File: config.mk
export PLATFORM = sky130hd
export DESIGN_NAME = relay_shift_register_driver
export DESIGN_NICKNAME = d
export VERILOG_FILES = /design/src/rtl/rsrd_pkg.sv /design/src/rtl/rsrd_cell.sv /design/src/rtl/rsrd_seq.sv /design/src/rtl/relay_shift_register_driver.sv
export SDC_FILE = /design/constraint.sdc
export NUM_CORES = 1
export LEC_CHECK = 0
export BUFFER_PORTS_ARGS = -buffer_cell sky130_fd_sc_hd__buf_2
export CAP_MARGIN = 20
export CORE_MARGIN = 8
export CORE_UTILIZATION = 54
export CTS_CLUSTER_DIAMETER = 120
export DETAILED_ROUTE_END_ITERATION = 10
export GPL_ROUTABILITY_DRIVEN = 0
export PLACE_DENSITY = 0.84
export SETUP_SLACK_MARGIN = 0.5
export SLEW_MARGIN = 20
export SYNTH_ARGS = -nofsm -noshare
export SYNTH_HDL_FRONTEND = slang
export SYNTH_SLANG_ARGS = --single-unit
File: constraint.sdc
create_clock -name clk -period 3.15 [get_ports clk]
set_input_delay 0.315 -clock clk [delete_from_list [all_inputs] [get_ports clk]]
set_output_delay 0.315 -clock clk [all_outputs]
set_load 0.1 [all_outputs]
File: src/rtl/rsrd_pkg.sv
package rsrd_pkg;

	// default chain length
	localparam int unsigned MAX_CHIPS_DEF = 3;

	// register index, taken from paddr[2]
	localparam logic REG_MODE  = 1'b0;
	localparam logic REG_CHIPS = 1'b1;

	// request kinds
	localparam logic KIND_SET = 1'b0;
	localparam logic KIND_GET = 1'b1;

	// chip modes
	localparam logic CHIP_DUMMY = 1'b0; // dummy byte ahead of each data byte
	localparam logic CHIP_PLAIN = 1'b1; // plain shift register latch

	typedef struct packed {
		logic       kind;
		logic [4:0] relay_number;
		logic       value;
	} req_word_t;

	typedef struct packed {
		logic accepted;
		logic relay_state;
		logic shift_valid;
		logic shift_bit;
		logic last;
	} rsp_word_t;

	typedef enum logic [1:0] {
		ST_IDLE,
		ST_DUMMY,
		ST_DATA
	} seq_state_t;

	// sequencer to datapath
	typedef struct packed {
		logic busy;  // a shift run is under way
		logic emit;  // a serial word is due this cycle
		logic dummy; // it is a dummy bit
		logic shift; // rotate the chain by one bit
		logic last;  // final word of the run
	} seq_ctrl_t;

endpackage

File: src/rtl/rsrd_cell.sv
module rsrd_cell (
	input  logic       clk,
	input  logic       arst_n,
	input  logic       shift_en,
	input  logic       shift_in,
	input  logic       wr_en,
	input  logic [2:0] wr_pos,
	input  logic       wr_val,
	output logic [7:0] q
);

	logic [7:0] byte_q;

	// one shadow byte; shifts towards bit 0, refills from the neighbour
	always_ff @(posedge clk or negedge arst_n) begin
		if (!arst_n) begin
			byte_q <= 8'h00;
		end else if (shift_en) begin
			byte_q <= {shift_in, byte_q[7:1]};
		end else if (wr_en) begin
			byte_q[wr_pos] <= wr_val;
		end
	end

	assign q = byte_q;

endmodule

File: src/rtl/rsrd_seq.sv
module rsrd_seq (
	input  logic                  clk,
	input  logic                  arst_n,
	input  logic                  start,
	input  logic                  advance,
	input  logic                  mode,
	input  logic [1:0]            n_chips,
	output rsrd_pkg::seq_ctrl_t   ctrl
);

	rsrd_pkg::seq_state_t state_q, state_d;
	logic [2:0] bit_q;
	logic [1:0] byte_q;
	logic       byte_end;
	logic       run_end;

	assign byte_end = (bit_q == 3'd7);
	assign run_end  = byte_end && (byte_q == n_chips - 2'd1);

	always_comb begin
		state_d = state_q;
		case (state_q)
			rsrd_pkg::ST_IDLE: begin
				if (start) begin
					state_d = (mode == rsrd_pkg::CHIP_DUMMY) ?
						rsrd_pkg::ST_DUMMY : rsrd_pkg::ST_DATA;
				end
			end
			rsrd_pkg::ST_DUMMY: begin
				if (advance && byte_end) begin
					state_d = rsrd_pkg::ST_DATA;
				end
			end
			rsrd_pkg::ST_DATA: begin
				if (advance && byte_end) begin
					if (run_end) begin
						state_d = rsrd_pkg::ST_IDLE;
					end else if (mode == rsrd_pkg::CHIP_DUMMY) begin
						state_d = rsrd_pkg::ST_DUMMY;
					end else begin
						state_d = rsrd_pkg::ST_DATA;
					end
				end
			end
			default: state_d = rsrd_pkg::ST_IDLE;
		endcase
	end

	always_comb begin
		ctrl = '0;
		case (state_q)
			rsrd_pkg::ST_DUMMY: begin
				ctrl.busy  = 1'b1;
				ctrl.emit  = 1'b1;
				ctrl.dummy = 1'b1;
			end
			rsrd_pkg::ST_DATA: begin
				ctrl.busy  = 1'b1;
				ctrl.emit  = 1'b1;
				ctrl.shift = advance;
				ctrl.last  = run_end;
			end
			default: ctrl = '0;
		endcase
	end

	always_ff @(posedge clk or negedge arst_n) begin
		if (!arst_n) begin
			state_q <= rsrd_pkg::ST_IDLE;
			bit_q   <= 3'd0;
			byte_q  <= 2'd0;
		end else begin
			state_q <= state_d;
			if (start) begin
				bit_q  <= 3'd0;
				byte_q <= 2'd0;
			end else if (advance && state_q != rsrd_pkg::ST_IDLE) begin
				bit_q <= bit_q + 3'd1;
				if (state_q == rsrd_pkg::ST_DATA && byte_end) begin
					byte_q <= byte_q + 2'd1;
				end
			end
		end
	end

endmodule

File: src/rtl/relay_shift_register_driver.sv
// Relay shift register driver.
// Request channel (req_valid / req_stall / req) takes one word at a time:
// a set writes one relay bit of the shadow chain and then plays the whole
// chain out serially, a get returns the stored relay bit.
// Response channel (rsp_valid / rsp_stall / rsp) carries one word per
// serial clock; the final word of every run has last set.
// A get or a rejected number answers in the cycle after the request is
// taken; the first serial word of a set passes the sequencer state register
// and then the output register. A set holds the block for its whole run,
// one serial bit per cycle while the response is not stalled, from the
// rotating chain of byte cells, with a dummy byte ahead of each data byte
// in dummy-byte mode; a get or a rejected number does not hold the block.
// Requests are stalled while a run is in progress or the output register
// is held. A stalled response holds the output register and freezes the
// chain and its counters; nothing is lost.
// Reset clears the shadow bytes (all relays off), selects dummy-byte mode
// and a single chip.
// Registers on the APB port: 0x0 chip mode, 0x4 number of chips
// (1..MAX_CHIPS, taken from pwdata[1:0], other values ignored).
module relay_shift_register_driver #(
	parameter int unsigned MAX_CHIPS = rsrd_pkg::MAX_CHIPS_DEF
) (
	input  logic                clk,
	input  logic                arst_n,
	// request channel
	input  logic                req_valid,
	output logic                req_stall,
	input  rsrd_pkg::req_word_t req,
	// response channel
	output logic                rsp_valid,
	input  logic                rsp_stall,
	output rsrd_pkg::rsp_word_t rsp,
	// configuration port
	input  logic                psel,
	input  logic                penable,
	input  logic                pwrite,
	input  logic [2:0]          paddr,
	input  logic [31:0]         pwdata,
	output logic [31:0]         prdata,
	output logic                pready
);

	// configuration
	logic       mode_q;
	logic [1:0] chips_q;
	logic       cfg_wr;
	logic [1:0] cnt_wdata;

	// request decode
	logic       req_take;
	logic [4:0] n;
	logic       num_ok;
	logic [1:0] idx;
	logic [2:0] pos;
	logic       get_bit;
	logic       set_start;

	// output register
	logic                rsp_valid_q;
	rsrd_pkg::rsp_word_t rsp_q;
	logic                load_ok;
	logic                state_q; // relay state reported during a run

	// chain
	logic [7:0]          cell_q [MAX_CHIPS];
	logic [MAX_CHIPS-1:0] sin;
	rsrd_pkg::seq_ctrl_t ctrl;

	// ---------------------------------------------------------------
	// Config registers, decoded on paddr[2] only
	// ---------------------------------------------------------------
	assign pready    = 1'b1;
	assign cfg_wr    = psel && penable && pwrite;
	assign cnt_wdata = pwdata[1:0];

	always_ff @(posedge clk or negedge arst_n) begin
		if (!arst_n) begin
			mode_q  <= rsrd_pkg::CHIP_DUMMY;
			chips_q <= 2'd1;
		end else if (cfg_wr) begin
			case (paddr[2])
				rsrd_pkg::REG_MODE: mode_q <= pwdata[0];
				rsrd_pkg::REG_CHIPS: begin
					// out-of-range counts are dropped
					if (cnt_wdata != 2'd0 && 32'(cnt_wdata) <= MAX_CHIPS) begin
						chips_q <= cnt_wdata;
					end
				end
				default: ;
			endcase
		end
	end

	always_comb begin
		case (paddr[2])
			rsrd_pkg::REG_MODE:  prdata = {31'd0, mode_q};
			rsrd_pkg::REG_CHIPS: prdata = {30'd0, chips_q};
			default:             prdata = 32'd0;
		endcase
	end

	// ---------------------------------------------------------------
	// Handshake: one output register; the chain only moves when it
	// can take a word.
	// ---------------------------------------------------------------
	assign load_ok   = !rsp_valid_q || !rsp_stall;
	assign req_stall = ctrl.busy || !load_ok;
	assign req_take  = req_valid && !req_stall;

	// ---------------------------------------------------------------
	// Relay number decode. n = number - 1; chip group n/8 counts from
	// the far end of the chain, bit within byte is n mod 8, mirrored
	// for plain latches.
	// ---------------------------------------------------------------
	assign n      = req.relay_number - 5'd1;
	assign num_ok = (req.relay_number != 5'd0) &&
		(req.relay_number <= {chips_q, 3'b000});
	assign idx    = chips_q - 2'd1 - n[4:3];
	assign pos    = (mode_q == rsrd_pkg::CHIP_PLAIN) ? (3'd7 - n[2:0]) : n[2:0];

	always_comb begin
		get_bit = 1'b0;
		for (int i = 0; i < int'(MAX_CHIPS); i++) begin
			if (32'(idx) == 32'(i)) begin
				get_bit = cell_q[i][pos];
			end
		end
	end

	assign set_start = req_take && num_ok && (req.kind == rsrd_pkg::KIND_SET);

	// ---------------------------------------------------------------
	// Chain of byte cells. In data bits the used chain rotates one bit a
	// cycle while the output can load: cell 0 bit 0 goes out and wraps
	// round to the top of the last used cell, so a full run restores it.
	// ---------------------------------------------------------------
	for (genvar i = 0; i < int'(MAX_CHIPS); i++) begin : g_cell
		logic in_use;
		logic wr_hit;

		if (i == int'(MAX_CHIPS) - 1) begin : g_end
			assign sin[i] = cell_q[0][0];
		end else begin : g_mid
			assign sin[i] = (32'(chips_q) == 32'(i + 1)) ?
				cell_q[0][0] : cell_q[i+1][0];
		end

		assign in_use = 32'(chips_q) > 32'(i);
		assign wr_hit = set_start && (32'(idx) == 32'(i));

		rsrd_cell u_cell (
			.clk      (clk),
			.arst_n   (arst_n),
			.shift_en (ctrl.shift && in_use),
			.shift_in (sin[i]),
			.wr_en    (wr_hit),
			.wr_pos   (pos),
			.wr_val   (req.value),
			.q        (cell_q[i])
		);
	end

	rsrd_seq u_seq (
		.clk     (clk),
		.arst_n  (arst_n),
		.start   (set_start),
		.advance (load_ok),
		.mode    (mode_q),
		.n_chips (chips_q),
		.ctrl    (ctrl)
	);

	// ---------------------------------------------------------------
	// Output register. A set loads nothing when taken; its first
	// serial word follows from the sequencer.
	// ---------------------------------------------------------------
	always_ff @(posedge clk or negedge arst_n) begin
		if (!arst_n) begin
			rsp_valid_q <= 1'b0;
		end else if ((req_take && !set_start) || (ctrl.emit && load_ok)) begin
			rsp_valid_q <= 1'b1;
		end else if (!rsp_stall) begin
			rsp_valid_q <= 1'b0;
		end
	end

	always_ff @(posedge clk) begin
		if (set_start) begin
			state_q <= req.value;
		end
		if (req_take && !set_start) begin
			// get or rejected number: single word
			rsp_q.accepted    <= num_ok;
			rsp_q.relay_state <= num_ok && get_bit;
			rsp_q.shift_valid <= 1'b0;
			rsp_q.shift_bit   <= 1'b0;
			rsp_q.last        <= 1'b1;
		end else if (ctrl.emit && load_ok) begin
			rsp_q.accepted    <= 1'b1;
			rsp_q.relay_state <= state_q;
			rsp_q.shift_valid <= 1'b1;
			rsp_q.shift_bit   <= !ctrl.dummy && cell_q[0][0];
			rsp_q.last        <= ctrl.last;
		end
	end

	assign rsp_valid = rsp_valid_q;
	assign rsp       = rsp_q;

endmodule
==> summary.md, run 1 <==
| Metric | Value |
|---|---|
| Outcome | finished clean |
| DR WL met3 | 529 um |
| Worst path required time | between 3000 and 4000 ps |
| TNS Setup | 0 ps |
| Global route overflow | 0 |
| Synth Warn # | 0 |
| Top cells by area, synth | dfrtp_1 (26%), mux2i_1 (7.3%), buf_4 (7.3%) |
| Area post-placement | 3340 um2 |
| Post-CTS Hold Fix Bufs | 0 |
| Clock Latency Late Sink | roughly 310 ps |
| Die height | 94.0 um |
| Ys async rst share | between 80 and 90% |
| Die Wd | 94.0 um |
| # Post-CTS Setup Buffers | 0 |
| Vias in the first global route | 2,739 |
| Power per Cell Area | 897 nW/um2 |
| Worst R2R Path Depth | 8 |
| CP endpoint | rsp[3] |
| Maxcap violations | 0 |
| Yosys top cell by area | dfrtp_1 |
| P_leak | 0.00145 uW |
| RSZ-0062 raised after global routing | true |
| Placement Rows | 28 |
| IO Port Bufs | 25 |
| M1 WL | 3440 um |
| Slew HR | 48.1% |
| Clock-pin slew on the worst setup and hold paths | ~90 ps |
| Post-synth EDFFs | 3 |
| Synth cell count leaders | dfrtp_1 (34), buf_4 (32), nor2_1 (32), a21oi_1 (28) |
| Fin. max-slew vios | 0 |
| Post-DP HPWL | between 5000 and 6000 um |
| Crit path launch type | register |
| Post-Syn Area | 3280 um2 |
| Top cell type's share of synthesized area | between 20% and 30% |
| Crit Path Class | reg2reg |
| NetSw | 1620 uW |
| DR iter-0 viols | 312 |
| Reg-to-Reg End | rsp[3] |
| Post-route DRC | 0 |
| Routed vias | 2,869 |
| Start of the worst register-to-register path | chips_q[0] |
| Measured slew at the worst slew-check pin | 778 ps |
| CP Buf/Inv Count | 1 |
| Worst-path cell chain | inv_1, ha_1, xnor2_2, xnor2_4, mux2_4, o311ai_1, or3_1, a32oi_1 |
| Design area | between 3000 and 4000 um2 |
| First-pass GRT wire length | 12,900 um |
| Hold Path Class | in2async |
| Final setup viols | 0 |
| Count of distinct cell types in the synthesized netlist | 57 |
| Root buf cell | clkbuf_8 |
| DIE AREA | just under 9000 um2 |
| Deepest clock path buffer count | 2 |
| Synthesized area per cell | 8.38 um2 |
| CORE AREA | 5890 um2 |
| Slowest-stage cell, CP | dfstp_2 |
| Clock sinks | 41 |
| Worst path arrival time | 2690 ps |
| Clock share of power | approximately an eighth |
| Internal power | 1490 uW |
| Final Util | 58.9% |
| H-Tree Depth | 2 |
| Synthesized netlist cell count | 392 |
| CTS tree | built |
| Top sig layer | met4 |
| Area delta synth->final | 5.60% |
| Worst-path maximum fanout | 8 |
| Antenna violations before repair | 0 |
| Flop pwr share | around 32% |
| Largest net degree at the start of global routing | 36 |
| Detailed Route WL | approximately 7900 um |
| Sw Ratio | 52.2% |
| Share of layout cells above drive strength 1 | 13.7% |
| Total chip power | approximately 3100 uW |
| Fin nets | ~470 |
| Largest stage delay on the critical path | roughly 640 ps |
| Sequential share of the synthesized area | 31.3% |
| Flops & latches, synth | 41 |
| Initial Utilization | 55.8% |
| Hold Vio Cnt, Final | 0 |
| Count leader, synth | dfrtp_1 |
| Final ANT Viol Nets | 0 |
| Share of total power in combinational logic | 54.7% |
| Max Fclk | 0.393 GHz |
| Clock Skew | 10.5 ps |
| DR pass1 iterations | 5 |
| Worst vdd ir | about 0.59 mV |
| Crit path capture type | register |
| Tmin final | 2550 ps |
| Total CTS buffers | 5 |
| Boundary Pins | 89 |
| WP depth | 8 |
| Tcrit/Tclk final | 80.9% |
| All-layer global routing usage | 18.1% |
| Diode count | 0 |
| Routed wl met2 | around 3700 um |
| Worst Setup SP | chips_q[0] |
| Critical path's top delay family | flip-flops |
| FF-to-FF setup slack | 600 ps |
| Vias/cell | between 5 and 6 |
| DR WL/cell | 16.2 um |
| Post-synth top flop | dfrtp_1 |
==> metal layers <==
layer  GRT usage [%]  up-vias
met5               0        -
li1                -     1372
met1            22.1     1350
met4            9.51        0
met3            3.36       23
met2            29.4      124
==> worst min-delay path by stage <==
stage | to | startpoint | slack (ps) | cells past startpoint
floorplan | chips_q[1] | arst_n | 20 | 0
global placement | rsp[2] | rsp[2] | 450 | 1
detailed placement | g_cell[1].u_cell.q[4] | arst_n | 460 | 1
CTS | g_cell[2].u_cell.q[2] | arst_n | 130 | 1
global route | u_seq.state_q[1] | arst_n | 170 | 1
finish | g_cell[1].u_cell.q[0] | arst_n | 80 | 1
==> worst reg2reg max path, stage by stage (launching register included) <==
cell and delay [ps]:
dfstp_2 640, inv_1 90, ha_1 360, xnor2_2 260, xnor2_4 180, mux2_4 220, o311ai_1 100, or3_1 320
a32oi_1 210
==> layout make-up <==
| class | count | area [um2] |
|---|---|---|
| clock buffers | 6 | 93.8 |
| clock inverters | 2 | 13.8 |
| fillers | 525 | 2420 |
| inverters | 19 | 75.1 |
| multi-input cells | 308 | 1980 |
| flip-flops and latches | 41 | 1030 |
| well taps | 75 | 93.8 |
| repair buffers | 33 | 185 |
==> per-stage QoR <==
stage,hold slack (ps),cells,setup WS [ps]
after global routing,173,484,492
after floorplan,19.4,421,791
final,79.5,484,603
after global placement,446,476,539
after CTS,127,484,583
after detailed placement,458,476,427
==> what timing repair did <==
action | CTS | global route
endpoints found under the setup margin | 1 | 11
gates resized for setup | 1 | 3
pin swaps | 0 | 0
==> cell families (layout without fill, tap and decap cells) <==
group	count (synthesis)	count (layout)	synth area share (%)
muxes	29	29	9.14
and+or+nand+nor	131	131	20.0
adders and majority gates	14	14	5.33
buffers and inverters	72	60	12.2
DFF	41	41	31.3
xor gates and xnor gates	7	7	2.44
other	2	31	0.229
AOI/OAI and AO/OA	96	96	19.3
==> flip-flops by register name, summed over array words and instances, names as in the netlist, 2 cells and up <==
name	flops
u_seq.state_q	2
u_seq.byte_q	2
chips_q	2
rsp	5
g_cell.u_cell.q	24
u_seq.bit_q	3
==> placed cells by master (no fill, tap or decap), types with 18 or more instances in the layout <==
master,count
a21oi_1,28
buf_2,25
conb_1,31
dfrtp_1,34
inv_1,18
mux2i_1,24
nand2_1,26
nor2_1,32
nor3_1,26
o211ai_1,18
==> power groups by stage <==
stage               combinational [uW]  clock, uW  sequential [uW]
CTS                               1690        412              996
floorplan                         1160          0             1210
finish                            1700        408             1000
detailed placement                1670          0             1010
global placement                  1620          0              990
global route                      1850        432             1030
Power figures use the tool's default switching activity.
==> run 2: changes to the inputs <==
Clock period 3.15 ns to 2.4 ns, I/O delays scaled along.
==> summary.md, run 2 (synthesis gave the netlist of run 1 again) <==
| Metric | Value |
|---|---|
| P_leak | 0.00183 uW (was 0.00145 uW) |
| Worst-path cell chain | inv_2, ha_4, xnor2_4, xnor2_4, mux2_4, o311ai_1, or3_1, a32oi_1 (was inv_1, ha_1, xnor2_2, xnor2_4, mux2_4, o311ai_1, or3_1, a32oi_1) |
| Clock Latency Late Sink | 310 ps (about the same) |
| Initial Utilization | 55.8% (unchanged) |
| Die Wd | 94.0 um (unchanged) |
| Diode count | 0 (unchanged) |
| Final ANT Viol Nets | 0 (unchanged) |
| First-pass GRT wire length | 14,800 um (was 12,900 um) |
| Outcome | finished clean (unchanged) |
| Design area | 4110 um2 (was 3470 um2) |
| Tmin final | 2270 ps (was 2550 ps) |
| Placed Cells incl. Taps | 483 (was 476) |
| Root buf cell | clkbuf_8 (unchanged) |
| Largest stage delay on the critical path | 580 ps (was 640 ps) |
| Fillers | 407 (was 525) |
| Vias/cell | 6.20 (was 5.93) |
| Worst path required time | 2540 ps (was 3290 ps) |
| Placement Rows | 28 (unchanged) |
| Fin. max-slew vios | 0 (unchanged) |
| Most used cell, CP | xnor2_4 |
| Total CTS buffers | 5 (unchanged) |
| IO Port Bufs | 25 (unchanged) |
| Crit Path Class | reg2reg (unchanged) |
| Clock-pin slew on the worst setup and hold paths | 90 ps (about the same) |
| DR iter-0 viols | 262 (was 312) |
| Most common cell after layout, fill and taps aside | dfrtp_1 (unchanged) |
| Critical path's top delay family | flip-flops (unchanged) |
| DR pass1 iterations | 5 (unchanged) |
| Deepest clock path buffer count | 2 (unchanged) |
| Area delta synth->final | 25.3% (was 5.60%) |
| Tcrit/Tclk final | 94.5% (was 80.9%) |
| Crit path launch type | register (unchanged) |
| CP Buf/Inv Count | 1 (unchanged) |
| Slowest-stage cell, CP | dfstp_2 (unchanged) |
| Clock Skew | 12.3 ps (was 10.5 ps) |
| Maxcap violations | 0 (unchanged) |
| Power per Cell Area | 1170 nW/um2 (was 897 nW/um2) |
| Global route overflow | 0 (unchanged) |
| Boundary Pins | 89 (unchanged) |
| Slew HR | 44.0% (was 48.1%) |
| CORE AREA | 5890 um2 (unchanged) |
| DIE AREA | 8830 um2 (unchanged) |
| Worst hold slack | 37.8 ps (was 79.5 ps) |
| Max FFs per register | 24 (unchanged) |
| Post-DP HPWL | 5800 um (was 5780 um) |
| Crit path capture type | register (unchanged) |
| Post-route DRC | 0 (unchanged) |
| Commonest non-fill, non-tap cells in the layout | dfrtp_1 (33), nor2_1 (32), conb_1 (31) (was dfrtp_1 (34), nor2_1 (32), conb_1 (31)) |
| RSZ-0062 raised after global routing | true (unchanged) |
| Max Fclk | 0.441 GHz (was 0.393 GHz) |
| Fin nets | 498 (was 471) |
| Largest net degree at the start of global routing | 36 (unchanged) |
| Share of layout cells above drive strength 1 | 28.0% (was 13.7%) |
| Detailed Route WL | 9790 um (was 7850 um) |
| Worst-path maximum fanout | 3 (was 8) |
| Area post-placement | 3520 um2 (was 3340 um2) |
| Final Util | 69.9% (was 58.9%) |
| Routed vias | 3,170 (was 2,869) |
| Vias in the first global route | 3,016 (was 2,739) |
| Measured slew at the worst slew-check pin | 840 ps (was 778 ps) |
| H-Tree Depth | 2 (unchanged) |
| All-layer global routing usage | 20.7% (was 18.1%) |
| Final setup viols | 0 (unchanged) |
| Antenna violations before repair | 0 (unchanged) |
| Die height | 94.0 um (unchanged) |
| CTS tree | built (unchanged) |
| Worst vdd ir | 1.09 mV (was 0.595 mV) |
| Clock sinks | 41 (unchanged) |
| Non-Filler Instances | 511 (was 484) |
| DR WL/cell | 19.2 um (was 16.2 um) |
| Worst path arrival time | 2410 ps (was 2690 ps) |
| Hold Vio Cnt, Final | 0 (unchanged) |
| TNS Setup | 0 ps (unchanged) |
| Hold Path Class | in2async (unchanged) |
==> run 2: power breakdown <==
part           switching, uW  internal (uW)
Combinational           1920           1000
Sequential               302           1010
Clock                    256            309
==> run 2: cell type report <==
cell class,count,area (um2),share of cell area (%)
multi-input combinational,310,2360,57.5
tap,75,93.8,2.28
timing repair buffer,58,447,10.9
sequential,41,1030,25.0
clock buffer,6,72.6,1.76
clock inverter,2,35.0,0.852
inverter,19,73.8,1.79
==> run 2: through the flow <==
| step | total power [uW] | setup slack [ps] |
|---|---|---|
| final | 4800 | 132 |
| after global routing | 5040 | 72.7 |
| after CTS | 4490 | 198 |
| after detailed placement | 3630 | 31.0 |
| after global placement | 3550 | 54.2 |
| after floorplan | 3230 | 279 |
==> run 2: final timing paths <==
| check | start | to | slack (ps) | depth (start not counted) |
|---|---|---|---|---|
| max reg2reg | chips_q[0] | rsp[3] | 130 | 8 |
| max in group asynchronous | arst_n | rsp_valid | 1780 | 1 |
| min | arst_n | g_cell[0].u_cell.q[7] | 40 | 1 |
| min reg2reg | rsp[2] | rsp[2] | 470 | 1 |
| min in group clk | pwdata[0] | chips_q[0] | 160 | 3 |
| max | chips_q[0] | rsp[3] | 130 | 8 |
==> run 2: repair_timing <==
item | in CTS | in global routing
resized for setup | 49 | 21
gates cloned | 3 | 0
hold buffers | 0 | 0
pin swaps | 14 | 10
setup endpoints to repair | 39 | 39
setup buffers | 11 | 6
==> run 2: worst register-to-register path: stages, from the launching register on <==
cell	delay [ps]
dfstp_2	580
inv_2	70
ha_4	300
xnor2_4	140
xnor2_4	150
mux2_4	190
o311ai_1	90
or3_1	370
a32oi_1	240
==> run 2: layer usage <==
| metal | part of all wire, % | global-route usage, % | vias to the layer above |
|---|---|---|---|
| li1 | - | - | 1433 |
| met1 | 38 | 24.5 | 1505 |
| met2 | 49 | 34.8 | 186 |
| met3 | 7.8 | 4.48 | 46 |
| met4 | 5.2 | 9.78 | 0 |
| met5 | 0 | 0 | - |
==> run 3: changes to the inputs <==
Settings changed: PLACE_DENSITY 0.84 to 0.82.
==> summary.md, run 3 (synthesis gave the netlist of run 1 again) <==
| Metric | Value |
|---|---|
| Max FFs per register | 24 (unchanged) |
| Slew HR | 43.9% (was 44.0%) |
| Boundary Pins | 89 (unchanged) |
| CORE AREA | 5890 um2 (unchanged) |
| M1 GR Usage | 24.2% (was 24.5%) |
| Worst vdd ir | 1.01 mV (was 1.09 mV) |
| Root buf cell | clkbuf_8 (unchanged) |
| Die Wd | 94.0 um (unchanged) |
| Fin nets | 497 (was 498) |
| Diode count | 0 (unchanged) |
| Worst hold slack | 23.6 ps (was 37.8 ps) |
| Hold Path Class | in2async (unchanged) |
| Share of layout cells above drive strength 1 | 26.9% (was 28.0%) |
| Clock Skew | 18.3 ps (was 12.3 ps) |
| Global route overflow | 0 (unchanged) |
| M2 GR Usage | 36.2% (was 34.8%) |
| Final setup viols | 0 (unchanged) |
| Deepest clock path buffer count | 2 (unchanged) |
| Maxcap violations | 0 (unchanged) |
| Die height | 94.0 um (unchanged) |
| IO Port Bufs | 25 (unchanged) |
| Worst R2R Path Depth | 8 (unchanged) |
| Clock Latency Late Sink | 310 ps (about the same) |
| DR pass1 iterations | 5 (unchanged) |
| Fillers | 427 (was 407) |
| Hold Vio Cnt, Final | 0 (unchanged) |
| Total CTS buffers | 5 (unchanged) |
| Multi-input logic area | 2310 um2 (was 2360 um2) |
| Routed vias | 3,124 (was 3,170) |
| Post-route DRC | 0 (unchanged) |
| GRT met3 Usage | 3.68% (was 4.48%) |
| Power per Cell Area | 1170 nW/um2 (about the same) |
| Final ANT Viol Nets | 0 (unchanged) |
| Non-Filler Instances | 510 (was 511) |
| Max Fclk | 0.435 GHz (was 0.441 GHz) |
| Initial Utilization | 55.8% (unchanged) |
| RSZ-0062 raised after global routing | true (unchanged) |
| Most common cell after layout, fill and taps aside | dfrtp_1 (unchanged) |
| Area delta synth->final | 23.2% (was 25.3%) |
| Placed Cells incl. Taps | 485 (was 483) |
| DIE AREA | 8830 um2 (unchanged) |
| CTS tree | built (unchanged) |
| Placement Rows | 28 (unchanged) |
| Tmin final | 2300 ps (was 2270 ps) |
| Crit path capture type | register (unchanged) |
| DR iter-0 viols | 292 (was 262) |
| Crit path launch type | register (unchanged) |
| Total chip power | 4740 uW (was 4800 uW) |
| All-layer global routing usage | 20.9% (was 20.7%) |
| Commonest non-fill, non-tap cells in the layout | dfrtp_1 (33), nor2_1 (31), conb_1 (31) (was dfrtp_1 (33), nor2_1 (32), conb_1 (31)) |
| Antenna violations before repair | 0 (unchanged) |
| First-pass GRT wire length | 14,800 um (about the same) |
| Outcome | finished clean (unchanged) |
| Vias/cell | 6.13 (was 6.20) |
| Post-CTS Hold Fix Bufs | 0 (unchanged) |
| Tcrit/Tclk final | 95.7% (was 94.5%) |
| DR WL/cell | 18.9 um (was 19.2 um) |
| Fin. max-slew vios | 0 (unchanged) |
| Detailed Route WL | 9660 um (was 9790 um) |
| Grt peak-use layer | met2 (unchanged) |
| Worst-path maximum fanout | 3 (unchanged) |
| H-Tree Depth | 2 (unchanged) |
| Worst path required time | 2530 ps (was 2540 ps) |
| Crit Path Class | reg2reg (unchanged) |
| Clock-pin slew on the worst setup and hold paths | 100 ps (was 90 ps) |
| Post-DP HPWL | 6050 um (was 5800 um) |
| Register area | 1030 um2 (unchanged) |
| Vias in the first global route | 3,053 (was 3,016) |
| TNS Setup | 0 ps (unchanged) |
| Worst path arrival time | 2430 ps (was 2410 ps) |
| Clock sinks | 41 (unchanged) |
| P_leak | 0.00174 uW (was 0.00183 uW) |
| Largest net degree at the start of global routing | 36 (unchanged) |
| Measured slew at the worst slew-check pin | 841 ps (was 840 ps) |
[run 3: cell types whose count changed in the layout (fill, tap and decap cells not counted), sizes merged]
cell,before,now
clkinvlp,0,1
inv,19,18
nand2,30,29
[run 3: final timing paths]
path,slack (ps),from,end
max,100,chips_q[0],rsp[3]
min,20,arst_n,u_seq.bit_q[2]
max reg2reg,100,chips_q[0],rsp[3]
min reg2reg,480,rsp[2],rsp[2]
max in group asynchronous,1810,arst_n,rsp_valid
min in group clk,150,pwdata[0],chips_q[0]
[run 3: repair_timing]
action	in CTS	in global routing
gates cloned	1	0
setup buffers	12	4
endpoints found under the setup margin	38	40
pin swaps	14	8
resized for setup	30	24
[run 3: layout make-up]
cell class / count / share of cell area, %
clock buffer: 6 / 2.04
clock inverter: 2 / 0.928
inverter: 19 / 1.95
multi-input combinational: 309 / 57.1
sequential: 41 / 25.4
tap: 75 / 2.32
timing repair buffer: 58 / 10.2
[run 3: critical path: stages (launching register included)]
cell      delay, ps
dfstp_2         580
inv_2            60
ha_4            240
xnor2_4         210
xnor2_4         160
mux2_4          190
o311ai_1         70
or3_1           360
a32oi_2         250
[run 3: power by group]
group	switching (uW)	internal, uW
Sequential	284	1010
Clock	276	339
Combinational	1870	962
Total	2430	2310
[run 3: through the flow]
| stage | area, um2 | setup slack [ps] | util (%) |
|---|---|---|---|
| floorplan | 3540 | 279 | - |
| global placement | 3540 | 52.9 | 60.1 |
| detailed placement | 3540 | 5.85 | 60.1 |
| CTS | 3920 | 153 | 66.6 |
| global route | 4050 | 49.5 | 68.8 |
| finish | 4050 | 103 | 68.8 |
[run 3: metal layers]
| layer | routed length (um) | vias to the layer above |
|---|---|---|
| li1 | - | 1426 |
| met4 | 357 | 0 |
| met3 | 803 | 35 |
| met2 | 4850 | 176 |
| met5 | 0 | - |
| met1 | 3650 | 1487 |
